===== config.mk =====
export PLATFORM = sky130hd
export DESIGN_NAME = tcgr_draw
export DESIGN_NICKNAME = d
export VERILOG_FILES = /design/src/rtl/tcgr_pkg.sv /design/src/rtl/tcgr_draw.sv
export SDC_FILE = /design/constraint.sdc
export NUM_CORES = 1
export LEC_CHECK = 0
export ABC_AREA = 1
export BUFFER_PORTS_ARGS = -buffer_cell sky130_fd_sc_hd__buf_4
export CAP_MARGIN = 10
export CORE_MARGIN = 5
export CORE_UTILIZATION = 45
export CTS_BUF_LIST = sky130_fd_sc_hd__clkbuf_8
export CTS_CLUSTER_DIAMETER = 40
export DETAILED_ROUTE_END_ITERATION = 16
export PLACE_DENSITY = 0.66
export SETUP_SLACK_MARGIN = 0.3
export SLEW_MARGIN = 0
export SYNTH_ARGS = -nofsm -noshare
export SYNTH_HDL_FRONTEND = slang
export SYNTH_SLANG_ARGS = --single-unit

===== constraint.sdc =====
create_clock -name clk -period 10.2 [get_ports clk]
set_input_delay 2.04 -clock clk [delete_from_list [all_inputs] [get_ports clk]]
set_output_delay 2.04 -clock clk [all_outputs]
set_load 0.005 [all_outputs]

===== src/rtl/tcgr_pkg.sv =====
// Shared types and constants for the text console glyph renderer.
package tcgr_pkg;

  localparam int unsigned FONT_AW      = 11;
  localparam int unsigned FONT_DEPTH   = 2048;
  localparam int unsigned CFG_IDX_W    = 3;
  localparam int unsigned CFG_DATA_W   = 32;
  localparam logic [7:0]  NEWLINE_CODE = 8'd10;
  localparam logic [2:0]  BYTES_PER_PX = 3'd3;

  // Configuration register indexes
  localparam logic [CFG_IDX_W-1:0] REG_FG_COLOR     = 3'd0;
  localparam logic [CFG_IDX_W-1:0] REG_BG_COLOR     = 3'd1;
  localparam logic [CFG_IDX_W-1:0] REG_OPAQUE_MODE  = 3'd2;
  localparam logic [CFG_IDX_W-1:0] REG_TEXT_COLUMNS = 3'd3;
  localparam logic [CFG_IDX_W-1:0] REG_TEXT_ROWS    = 3'd4;
  localparam logic [CFG_IDX_W-1:0] REG_LINE_PITCH   = 3'd5;
  localparam logic [CFG_IDX_W-1:0] REG_FRAME_BASE   = 3'd6;

  // Input opcodes
  localparam logic OP_LOAD_FONT = 1'b0;
  localparam logic OP_PUT_CHAR  = 1'b1;

  typedef struct packed {
    logic        opcode;
    logic [7:0]  char_code;
    logic [10:0] font_index;
    logic [7:0]  font_byte;
  } in_item_t;

  typedef struct packed {
    logic [31:0] pixel_address;
    logic [23:0] pixel_color;
    logic        last;
  } out_item_t;

  typedef struct packed {
    logic [23:0] fg_color;
    logic [23:0] bg_color;
    logic        opaque_mode;
    logic [7:0]  text_columns;
    logic [6:0]  text_rows;
    logic [15:0] line_pitch;
    logic [31:0] frame_base;
  } cfg_regs_t;

  // Font store request: one access per cycle, read or write
  typedef struct packed {
    logic             wr_en;
    logic             rd_en;
    logic [FONT_AW-1:0] addr;
    logic [7:0]       wr_data;
  } font_req_t;

endpackage


===== src/rtl/tcgr_draw.sv =====
// Cursor handling, glyph scan sequencer, pixel address generation and output stage.
module tcgr_draw (
  input  logic                 clk,
  input  logic                 rst_n,
  input  tcgr_pkg::cfg_regs_t  cfg,
  input  logic                 in_valid,
  output logic                 in_ready,
  input  tcgr_pkg::in_item_t   in_data,
  output logic                 out_valid,
  input  logic                 out_ready,
  output tcgr_pkg::out_item_t  out_data,
  output tcgr_pkg::font_req_t  font_req,
  input  logic [7:0]           font_rd_data
);

  typedef enum logic [2:0] {
    S_IDLE,
    S_MUL,
    S_BASE,
    S_PIX,
    S_FLUSH
  } state_t;

  state_t              state_r, state_nxt;
  logic [2:0]          x_r, x_nxt;
  logic [2:0]          y_r, y_nxt;
  logic [7:0]          code_r, code_nxt;
  logic [7:0]          col_r, col_nxt;
  logic [6:0]          row_r, row_nxt;
  logic [7:0]          dcol_r, dcol_nxt;
  logic [6:0]          drow_r, drow_nxt;
  logic [25:0]         prod_r, prod_nxt;
  logic [12:0]         col24_r, col24_nxt;
  logic [31:0]         line_r, line_nxt;
  logic [31:0]         pix_r, pix_nxt;
  logic                pend_v_r, pend_v_nxt;
  logic [31:0]         pend_addr_r, pend_addr_nxt;
  logic [23:0]         pend_color_r, pend_color_nxt;
  logic                out_valid_r, out_valid_nxt;
  tcgr_pkg::out_item_t out_data_r, out_data_nxt;

  logic       in_xfer;
  logic       adv;
  logic       bit_set;
  logic       emit;
  logic [7:0] row_inc;
  logic [6:0] row_adv;
  logic       wrap;

  assign in_ready = (state_r == S_IDLE);
  assign in_xfer  = in_valid && in_ready;
  assign out_valid = out_valid_r;
  assign out_data  = out_data_r;

  // Pending pixel can step forward when the output slot frees up
  assign adv = !pend_v_r || !out_valid_r || out_ready;

  assign bit_set = font_rd_data[3'd7 - x_r];
  assign emit    = bit_set || cfg.opaque_mode;

  // Row advance with wrap to the top
  assign row_inc = {1'b0, row_r} + 8'd1;
  assign row_adv = (row_inc >= {1'b0, cfg.text_rows}) ? 7'd0 : row_inc[6:0];
  assign wrap    = (col_r >= cfg.text_columns);

  // Font store access: writes on font load, reads at glyph start and row ends
  always_comb begin
    font_req         = '0;
    font_req.wr_data = in_data.font_byte;
    priority if (in_xfer && in_data.opcode == tcgr_pkg::OP_LOAD_FONT) begin
      font_req.wr_en = 1'b1;
      font_req.addr  = in_data.font_index;
    end else if (state_r == S_MUL) begin
      font_req.rd_en = 1'b1;
      font_req.addr  = {code_r, 3'd0};
    end else if (state_r == S_PIX && adv && x_r == 3'd7 && y_r != 3'd7) begin
      font_req.rd_en = 1'b1;
      font_req.addr  = {code_r, y_r + 3'd1};
    end else begin
      font_req.addr  = {code_r, y_r};
    end
  end

  // Next-state logic
  always_comb begin
    state_nxt      = state_r;
    x_nxt          = x_r;
    y_nxt          = y_r;
    code_nxt       = code_r;
    col_nxt        = col_r;
    row_nxt        = row_r;
    dcol_nxt       = dcol_r;
    drow_nxt       = drow_r;
    prod_nxt       = prod_r;
    col24_nxt      = col24_r;
    line_nxt       = line_r;
    pix_nxt        = pix_r;
    pend_v_nxt     = pend_v_r;
    pend_addr_nxt  = pend_addr_r;
    pend_color_nxt = pend_color_r;
    out_valid_nxt  = out_valid_r && !out_ready;
    out_data_nxt   = out_data_r;

    unique case (state_r)
      S_IDLE: begin
        if (in_xfer && in_data.opcode == tcgr_pkg::OP_PUT_CHAR) begin
          if (in_data.char_code == tcgr_pkg::NEWLINE_CODE) begin
            col_nxt = 8'd0;
            row_nxt = row_adv;
          end else begin
            dcol_nxt  = wrap ? 8'd0 : col_r;
            drow_nxt  = wrap ? row_adv : row_r;
            col_nxt   = (wrap ? 8'd0 : col_r) + 8'd1;
            row_nxt   = wrap ? row_adv : row_r;
            code_nxt  = in_data.char_code;
            x_nxt     = 3'd0;
            y_nxt     = 3'd0;
            state_nxt = S_MUL;
          end
        end
      end
      // Scan-line offset of the text row and byte offset of the column
      S_MUL: begin
        prod_nxt  = {drow_r, 3'd0} * cfg.line_pitch;
        col24_nxt = {1'b0, dcol_r, 4'd0} + {2'b0, dcol_r, 3'd0};
        state_nxt = S_BASE;
      end
      S_BASE: begin
        line_nxt  = cfg.frame_base + {6'd0, prod_r} + {19'd0, col24_r};
        pix_nxt   = cfg.frame_base + {6'd0, prod_r} + {19'd0, col24_r};
        state_nxt = S_PIX;
      end
      // One glyph bit per step, 8 bits per row, 8 rows
      S_PIX: begin
        if (adv) begin
          if (emit) begin
            if (pend_v_r) begin
              out_valid_nxt = 1'b1;
              out_data_nxt  = '{pixel_address: pend_addr_r,
                                pixel_color:   pend_color_r,
                                last:          1'b0};
            end
            pend_v_nxt     = 1'b1;
            pend_addr_nxt  = pix_r;
            pend_color_nxt = bit_set ? cfg.fg_color : cfg.bg_color;
          end
          if (x_r == 3'd7) begin
            x_nxt = 3'd0;
            if (y_r == 3'd7) begin
              state_nxt = S_FLUSH;
            end else begin
              y_nxt    = y_r + 3'd1;
              line_nxt = line_r + {16'd0, cfg.line_pitch};
              pix_nxt  = line_r + {16'd0, cfg.line_pitch};
            end
          end else begin
            x_nxt   = x_r + 3'd1;
            pix_nxt = pix_r + {29'd0, tcgr_pkg::BYTES_PER_PX};
          end
        end
      end
      // Final pending pixel goes out marked last; empty glyph emits nothing
      S_FLUSH: begin
        if (!pend_v_r) begin
          state_nxt = S_IDLE;
        end else if (adv) begin
          out_valid_nxt = 1'b1;
          out_data_nxt  = '{pixel_address: pend_addr_r,
                            pixel_color:   pend_color_r,
                            last:          1'b1};
          pend_v_nxt    = 1'b0;
          state_nxt     = S_IDLE;
        end
      end
      default: state_nxt = S_IDLE;
    endcase
  end

  // State and registered outputs
  always_ff @(posedge clk) begin
    if (!rst_n) begin
      state_r     <= S_IDLE;
      x_r         <= 3'd0;
      y_r         <= 3'd0;
      col_r       <= 8'd0;
      row_r       <= 7'd0;
      pend_v_r    <= 1'b0;
      out_valid_r <= 1'b0;
    end else begin
      state_r     <= state_nxt;
      x_r         <= x_nxt;
      y_r         <= y_nxt;
      col_r       <= col_nxt;
      row_r       <= row_nxt;
      pend_v_r    <= pend_v_nxt;
      out_valid_r <= out_valid_nxt;
    end
    code_r       <= code_nxt;
    dcol_r       <= dcol_nxt;
    drow_r       <= drow_nxt;
    prod_r       <= prod_nxt;
    col24_r      <= col24_nxt;
    line_r       <= line_nxt;
    pix_r        <= pix_nxt;
    pend_addr_r  <= pend_addr_nxt;
    pend_color_r <= pend_color_nxt;
    out_data_r   <= out_data_nxt;
  end

`ifndef SYNTHESIS
  // No pixel left pending once the character is finished
  a_idle_no_pend: assert property (@(posedge clk) disable iff (!rst_n)
    (state_r == S_IDLE) |-> !pend_v_r)
    else $error("pending pixel left while idle");

  // The font store never sees a read and a write together
  a_font_one_access: assert property (@(posedge clk) disable iff (!rst_n)
    !(font_req.wr_en && font_req.rd_en))
    else $error("font store read and write in one cycle");

  // A drawable character closes the input side
  a_char_blocks: assert property (@(posedge clk) disable iff (!rst_n)
    (in_xfer && in_data.opcode == tcgr_pkg::OP_PUT_CHAR &&
     in_data.char_code != tcgr_pkg::NEWLINE_CODE) |=> !in_ready)
    else $error("input accepted during glyph expansion");

  // Flushing the final pixel presents it marked last and returns to idle
  a_flush_last: assert property (@(posedge clk) disable iff (!rst_n)
    (state_r == S_FLUSH && pend_v_r && adv) |=>
      (state_r == S_IDLE && out_valid_r && out_data_r.last))
    else $error("final pixel not marked last");

  // Bit counter only moves during the pixel scan
  a_x_quiet: assert property (@(posedge clk) disable iff (!rst_n)
    (state_r != S_PIX) |-> (x_r == 3'd0))
    else $error("bit counter out of step");
`endif

endmodule


# Word level (Yosys, flattened, before mapping)
# Index checks and enable logic that the tools add are counted.
[totals]
reg_bits = 262
input_bits = 152
out_inout_bits = 80
elab_cells = 137
[op_classes]
add_sub_neg = 10
mul = 1
n_lt_le_gt_ge = 3
n_eq_ne = 20
muxes = 55
bitwise_logic = 2
reduce_logical = 27
[ops]
columns = ["op", "count"]
rows = [
  ["$mux W57", 5],
  ["$mux W32", 5],
  ["$pmux W32 S2", 2],
  ["$pmux W57 S2", 1],
  ["$mux W3", 15],
  ["$add A32 B13 Y32", 1],
  ["$add A32 B16 Y32", 1],
  ["$add A32 B2 Y32 const B", 1],
  ["$add A32 B26 Y32", 1],
  ["$mux W24", 1],
  ["$mul A7 B16 Y23", 1],
  ["$mux W7", 3],
  ["$reduce_and A6 Y1", 3],
  ["$mux W8", 2],
  ["$pmux W3 S5", 1],
  ["$ne A2 B2 Y1 const B", 7],
  ["$add A12 B11 Y13", 1],
  ["$mux W1", 13],
  ["$mux W12", 1],
  ["$pmux W3 S2", 2],
  ["$reduce_and A3 Y1", 4],
  ["$mux W11", 1],
  ["$eq A3 B3 Y1 const B", 3],
  ["$ne A3 B3 Y1 const B", 3],
  ["other kinds (21)", 40],
]

# Depth between registers and ports, before layout
# Gate-level depths: netlist of run 1.
[depth]
word_depth = 9
mapped_depth = 23
mapped_depth_nobuf = 21

# Worst setup path before layout of run 1
# No wires, ideal clock.
[synth_path]
kind = "input -> register"
from = "input port cfg[33] in the netlist's numbering"
to = "register prod_r[16] (data pin)"
setup_time_ns = 0.262
arrival_ns = 5.795
t_required_ns = 9.938
slack_ns = 4.143
cell_stages = 17
n_path_buf = 1
cell_sequence = "clkbuf_1 nand2_1 fa_1 fa_1 inv_1 fa_1 inv_1 fa_1 inv_1 ha_1 nand2_1 inv_1 a21oi_1 o21ai_1 a21oi_1 o21ai_1 xor2_1"
[synth_via]
elab_chain_cells = 1
[synth_lines]
columns = ["item", "line_no", "rtl"]
rows = [
  ["start, declared", "tcgr_draw.sv:5", "input tcgr_pkg::cfg_regs_t cfg,"],
  ["$mul A7 B16 Y23", "tcgr_draw.sv:124", "prod_nxt = {drow_r, 3'd0} * cfg.line_pitch;"],
  ["end signal, assigned", "tcgr_draw.sv:201", "prod_r <= prod_nxt;"],
  ["end, declared", "tcgr_draw.sv:32", "logic [25:0] prod_r, prod_nxt;"],
]
# No other way between the ends.
# A chain may end at the register's enable or synchronous reset.

# Final worst setup path of run 1
[layout_path]
from = "input port cfg[35] in the netlist's numbering"
to = "register prod_r[21] (data pin)"
# The elaborated chain is that of the path after synthesis.

==> results of run 1 <==
## final timing paths
path / startpoint / end / slack (ns) / cells past startpoint
worst min-delay path: pend_addr_r[31]$_DFFE_PP_ / out_data[56]$_DFFE_PP_ / 0.42 / 0
worst max register to register: drow_r[6]$_DFFE_PP_ / prod_r[21]$_DFFE_PN_ / 5.23 / 16
worst max-delay path: cfg[35] / prod_r[21]$_DFFE_PN_ / 4.47 / 19
worst min register to register: pend_addr_r[31]$_DFFE_PP_ / out_data[56]$_DFFE_PP_ / 0.42 / 0
## worst reg2reg max path: stages (launching register included)
cell and delay, ns:
edfxtp_1 0.76, nand2_1 0.19, fa_1 0.55, fa_1 0.55, inv_1 0.05, fa_1 0.52, inv_1 0.05, fa_1 0.53
inv_1 0.04, ha_1 0.34, nand2_1 0.14, nor4_2 0.33, a21oi_1 0.18, o21ai_1 0.23, nand2_1 0.11, nand3_1 0.08
nand2_1 0.06
## per-stage QoR
step                total power (uW)  hold WS [ns]   util  worst slack (ns)  instances
global route                    6750         0.418  0.538              4.19       2991
finish                          6220         0.417  0.538              4.47       2991
CTS                             6240         0.418  0.538              4.45       2990
detailed placement              5040         0.405  0.509              3.83       2896
global placement                5010         0.401  0.509              3.86       2896
floorplan                       4080         0.400      -              4.14       2184
## synthesized netlist by cell type (all sizes together), types with 5 or more instances
| cell | instances |
|---|---|
| inv | 368 |
| nor2 | 162 |
| o211ai | 9 |
| or2 | 10 |
| nand3b | 11 |
| dfxtp | 26 |
| ha | 124 |
| nor3 | 33 |
| nor4 | 5 |
| a31oi | 6 |
| nand4 | 26 |
| xor2 | 39 |
| nand3 | 129 |
| o21ai | 105 |
| a21oi | 123 |
| fa | 82 |
| edfxtp | 233 |
| a21o | 13 |
| mux2 | 24 |
| a21boi | 5 |
| xnor2 | 23 |
| o21bai | 10 |
| buf | 19 |
| clkbuf | 24 |
| nand2 | 550 |
## registers in the layout (all words and copies together), names as in the netlist
register / cells
row_r: 7
col24_r: 10
prod_r: 23
pend_v_r: 1
pix_r: 32
pend_addr_r: 32
drow_r: 7
out_valid: 1
state_r: 3
y_r: 3
line_r: 32
col_r: 8
dcol_r: 8
out_data: 57
x_r: 3
pend_color_r: 24
code_r: 8
## logic make-up after synthesis
group	after synthesis	share of synthesized area
and+or+nand+nor	931	0.212
buffers and inverters	414	0.0857
AOI/OAI and AO/OA	287	0.0867
DFF	259	0.401
adders and majority gates	206	0.170
xor gates and xnor gates	62	0.0290
muxes	25	0.0150
## layer usage
layer | share of wire | up-vias | GRT usage
met5 | 0 | - | 0
met4 | 0.036 | 0 | 0.0758
met3 | 0.053 | 106 | 0.0383
li1 | - | 7633 | -
met2 | 0.49 | 447 | 0.379
met1 | 0.42 | 7302 | 0.272
## layout make-up
cell class | instances | area [um^2] | area share
multi-input cells | 1511 | 9640 | 0.437
flip-flops and latches | 259 | 7520 | 0.341
repair buffers | 223 | 1670 | 0.0759
inverters | 371 | 1400 | 0.0634
clock buffers | 54 | 743 | 0.0337
well taps | 532 | 666 | 0.0302
clock inverters | 40 | 424 | 0.0192
diodes | 1 | 2.50 | 0.000113
## power groups by stage
stage / Sequential (uW) / Clock (uW) / Combinational (uW)
CTS: 1770 / 1200 / 3280
global placement: 1780 / 0 / 3230
finish: 1770 / 1170 / 3280
floorplan: 1710 / 0 / 2370
global route: 1790 / 1260 / 3710
detailed placement: 1780 / 0 / 3260
==> impl_metrics.json, run 1 <==
{
  "antenna_found_initial": 1,
  "drv_cap": 0,
  "required_ns": 10.53,
  "finalWirelength_um": 50800,
  "postSynthRegisterBits": 259,
  "grt_pass1_vias": 15700,
  "synth_nets": 2542,
  "final_hold_viol_count": 0,
  "setup_tns_ns": 0,
  "slew_violations": 0,
  "h-tree-depth": 2,
  "fillCellCount": 3825,
  "syn_inst": 2184,
  "yosysSeqAreaShare": 0.401,
  "final_cell_mix": "nand2_1, inv_1, edfxtp_1, buf_4, nor2_1",
  "rows": 74,
  "comb_power_share": 0.528,
  "power_frac_clock": 0.188,
  "clock_path_buffers": 3,
  "cp-start-kind": "input port",
  "cts_resized": 0,
  "vdd_drop_max_mv": 0.174,
  "cts_sinks": 259,
  "critPathMaxStageDelay_ns": 0.54,
  "synth_edf_count": 233,
  "synth_top_area_share": 0.373,
  "grt_pass1_wl_um": 80800,
  "syn_to_final_growth_pct": 17.8,
  "cts_tree": "done",
  "crit_family": "adder cells",
  "rsz0062_at_grt": "false",
  "io_pins": 232,
  "layout_min_cycle_time_ns": 5.73,
  "yosysWarnings": 0,
  "p_per_area_mw_per_mm2": 282,
  "seq_power_share": 0.285,
  "path_common_cell": "inv_1",
  "cts_setup_buffers": 0,
  "grt_usage": 0.217,
  "io_buffers": 215,
  "hold_class": "flip-flop to flip-flop",
  "setup_viol_count_final": 0,
  "cts_hold_buf": 0,
  "dr.pass1.iters": 8,
  "crit_type": "input port to flip-flop",
  "layout-drive-gt1-share": 0.148,
  "design_area_mm2": 0.0221,
  "drc": 0,
  "clock.fmax_mhz": 174,
  "crit_chain": "buf_4 -> nand2_1 -> inv_1 -> fa_1 -> inv_1 -> fa_1 -> inv_1 -> fa_1 -> inv_1 -> fa_1 -> inv_1 -> ha_1 -> nand2_1 -> nor4_2 -> a21oi_1 -> o21ai_1 -> nand2_1 -> nand3_1 -> nand2_1",
  "overflow": 0,
  "vias_per_cell": 5.18,
  "start_util": 0.457,
  "async_flop_share": 0,
  "avgRoutedWirePerCell_um": 17.0,
  "internal_power_uw": 3430,
  "antenna_left": 0,
  "outcome": "complete, no violations",
  "vias": 15500,
  "dp_hpwl_um": 40900,
  "synth_area_leaders": "edfxtp_1, nand2_1, fa_1",
  "max-slew-margin-rel": 0.372,
  "avgSynthCellArea_um2": 8.58,
  "clock_latency_ns": 0.59,
  "endpoint_kind": "flip-flop",
  "grt_max_degree": 57,
  "min_period_over_period": 0.562,
  "mostFrequentLayoutCell": "nand2_1",
  "p_switching_uw": 2790,
  "cts-root-buf": "clkbuf_8",
  "core_area_mm2": 0.0410,
  "slowest_stage": "fa_1",
  "max_slew.worst_pin.slew_ns": 0.936,
  "numCtsBuffers": 52,
  "die_y_um": 214,
  "die-width_um": 214,
  "syn_area_mm2": 0.0187,
  "sw_frac_of_total": 0.449,
  "yosys.area.top_type": "edfxtp_1",
  "drt_iter0_drc": 994,
  "dpl_cell_area_mm2": 0.0209,
  "ys.flop_type": "edfxtp_1",
  "place_congestion": 0.990,
  "leakage_uw": 0.0106,
  "clk_pin_slew_worst_paths_ns": 0.06,
  "yosysUniqueCellTypes": 65,
  "cp_data_arrival_time_ns": 6.06,
  "crit_fanout": 8,
  "clock_skew_ns": 0.0286,
  "die_area_mm2": 0.0458,
  "worst-path-buf-inv": 6,
  "nNetsFinal": 2776
}
Power figures use the tool's default switching activity.
==> inputs of run 2 (changes only) <==
==> constraint.sdc (replaced) <==
create_clock -name clk -period 5.6 [get_ports clk]
set_input_delay 1.12 -clock clk [delete_from_list [all_inputs] [get_ports clk]]
set_output_delay 1.12 -clock clk [all_outputs]
set_load 0.005 [all_outputs]
==> impl_metrics.json, run 2 (same netlist as run 1, synthesis figures left out) <==
{
  "outcome": "complete, no violations",
  "rows": 74,
  "layout_min_cycle_time_ns": 5.03,
  "required_ns": 5.91,
  "mostFrequentLayoutCell": "nand2_1",
  "antenna_left": 0,
  "drc": 0,
  "grt_pass1_wl_um": 81000,
  "setup_tns_ns": 0,
  "reg2regPathDepth": 17,
  "slew_violations": 0,
  "hold_class": "flip-flop to flip-flop",
  "clock_skew_ns": 0.0436,
  "io_pins": 232,
  "vias": 15400,
  "max_slew.worst_pin.slew_ns": 1.05,
  "dp_hpwl_um": 41200,
  "num_antenna_cells": 0,
  "die-width_um": 214,
  "rr_endpoint": "prod_r[23]$_DFFE_PN_",
  "place_congestion": 0.999,
  "vias_per_cell": 5.15,
  "vdd_drop_max_mv": 0.260,
  "numCtsBuffers": 49,
  "cts_hold_buf": 0,
  "drv_cap": 0,
  "syn_to_final_growth_pct": 17.2,
  "grt_usage": 0.217,
  "crit_type": "flip-flop to flip-flop",
  "io_buffers": 215,
  "cts_sinks": 259,
  "start_util": 0.457,
  "min_period_over_period": 0.898,
  "dr.pass1.iters": 5,
  "largest_register_ffs": 57,
  "setup_viol_count_final": 0,
  "clock.fmax_mhz": 199,
  "clock_latency_ns": 0.59,
  "hold_end": "out_data[9]$_DFFE_PP_",
  "clk_pin_slew_worst_paths_ns": 0.06,
  "fin_util": 0.535,
  "finalWirelength_um": 50900,
  "grt_pass1_vias": 15700,
  "h-tree-depth": 2,
  "r2r_slack_ns": 0.57,
  "crit_fanout": 12,
  "layout-drive-gt1-share": 0.144,
  "cp-start-kind": "flip-flop",
  "avgRoutedWirePerCell_um": 17.0,
  "p_per_area_mw_per_mm2": 508,
  "die_area_mm2": 0.0458,
  "drt_iter0_drc": 913,
  "cp_data_arrival_time_ns": 5.34,
  "total_power_uw": 11200,
  "hp-start": "pend_color_r[8]$_DFFE_PP_",
  "final_cell_mix": "nand2_1, inv_1, edfxtp_1, buf_4, nor2_1",
  "antenna_found_initial": 0,
  "r2r_start": "drow_r[4]$_DFFE_PP_",
  "endpoint_kind": "flip-flop",
  "cts_setup_buffers": 0,
  "hold_slack_ns": 0.412,
  "max-slew-margin-rel": 0.301,
  "nNetsFinal": 2776,
  "rsz0062_at_grt": "false",
  "cts-root-buf": "clkbuf_8",
  "clock_path_buffers": 3,
  "final_hold_viol_count": 0,
  "leakage_uw": 0.0105,
  "cts_resized": 0,
  "cts_tree": "done",
  "die_y_um": 214,
  "grt_max_degree": 57,
  "overflow": 0,
  "hold_path_depth": 0,
  "core_area_mm2": 0.0410
}
-- run 2: cell count changes in the layout (fill, tap and decap cells not counted) --
cell / previous run / this run
inv_1: 369 / 370
inv_6: 1 / 0
diode_2: 1 / 0
buf_4: 223 / 226
clkinv_1: 5 / 13
bufinv_16: 8 / 6
clkinv_4: 2 / 0
clkinvlp_4: 7 / 3
clkbuf_8: 54 / 51
-- run 2: per-layer routing --
layer | up-vias | global-route usage | wire length, um
li1 | 7637 | - | -
met1 | 7283 | 0.277 | 21700
met2 | 391 | 0.384 | 25200
met3 | 88 | 0.0312 | 2520
met4 | 0 | 0.0685 | 1510
met5 | - | 0 | 0
-- run 2: report_power, final --
group	switching, uW	internal (uW)
registers	337	2890
logic	3910	2080
clock network	819	1130
-- run 2: worst max-delay path, stage by stage, from the launching register on --
cell and delay, ns:
edfxtp_1 0.66, buf_4 0.28, nand2_1 0.06, inv_1 0.05, fa_1 0.47, inv_1 0.06, fa_1 0.52, inv_1 0.05
fa_1 0.53, inv_1 0.05, fa_1 0.53, inv_1 0.04, ha_1 0.39, a21oi_1 0.20, o21ai_0 0.17, a221oi_1 0.39
nand3_1 0.15, xor2_1 0.16
-- run 2: layout make-up --
cell class / count / area [um^2]
tap: 532 / 666
multi-input combinational: 1511 / 9640
timing repair buffer: 226 / 1700
clock inverter: 40 / 342
fill: 3823 / 19100
inverter: 371 / 1400
sequential: 259 / 7520
clock buffer: 51 / 702
-- run 2: how the worst max path moves through the flow --
stage | from | end | slack (ns) | depth (start not counted)
final | drow_r[4]$_DFFE_PP_ | prod_r[23]$_DFFE_PN_ | 0.57 | 17
after global routing | drow_r[4]$_DFFE_PP_ | prod_r[23]$_DFFE_PN_ | 0.34 | 17
after CTS | drow_r[4]$_DFFE_PP_ | prod_r[23]$_DFFE_PN_ | 0.54 | 17
after detailed placement | cfg[41] | prod_r[23]$_DFFE_PN_ | 0.12 | 17
after global placement | cfg[41] | prod_r[23]$_DFFE_PN_ | 0.17 | 17
after floorplan | cfg[33] | prod_r[16]$_DFFE_PN_ | 0.46 | 17
-- run 2: stage by stage --
stage	worst slack, ns	std cells	instance area (um^2)
5_1_grt	0.335	2990	22000
6_report	0.571	2990	22000
2_1_floorplan	0.463	2184	18700
3_3_place_gp	0.172	2899	20900
4_1_cts	0.538	2990	22000
3_5_place_dp	0.121	2899	20900
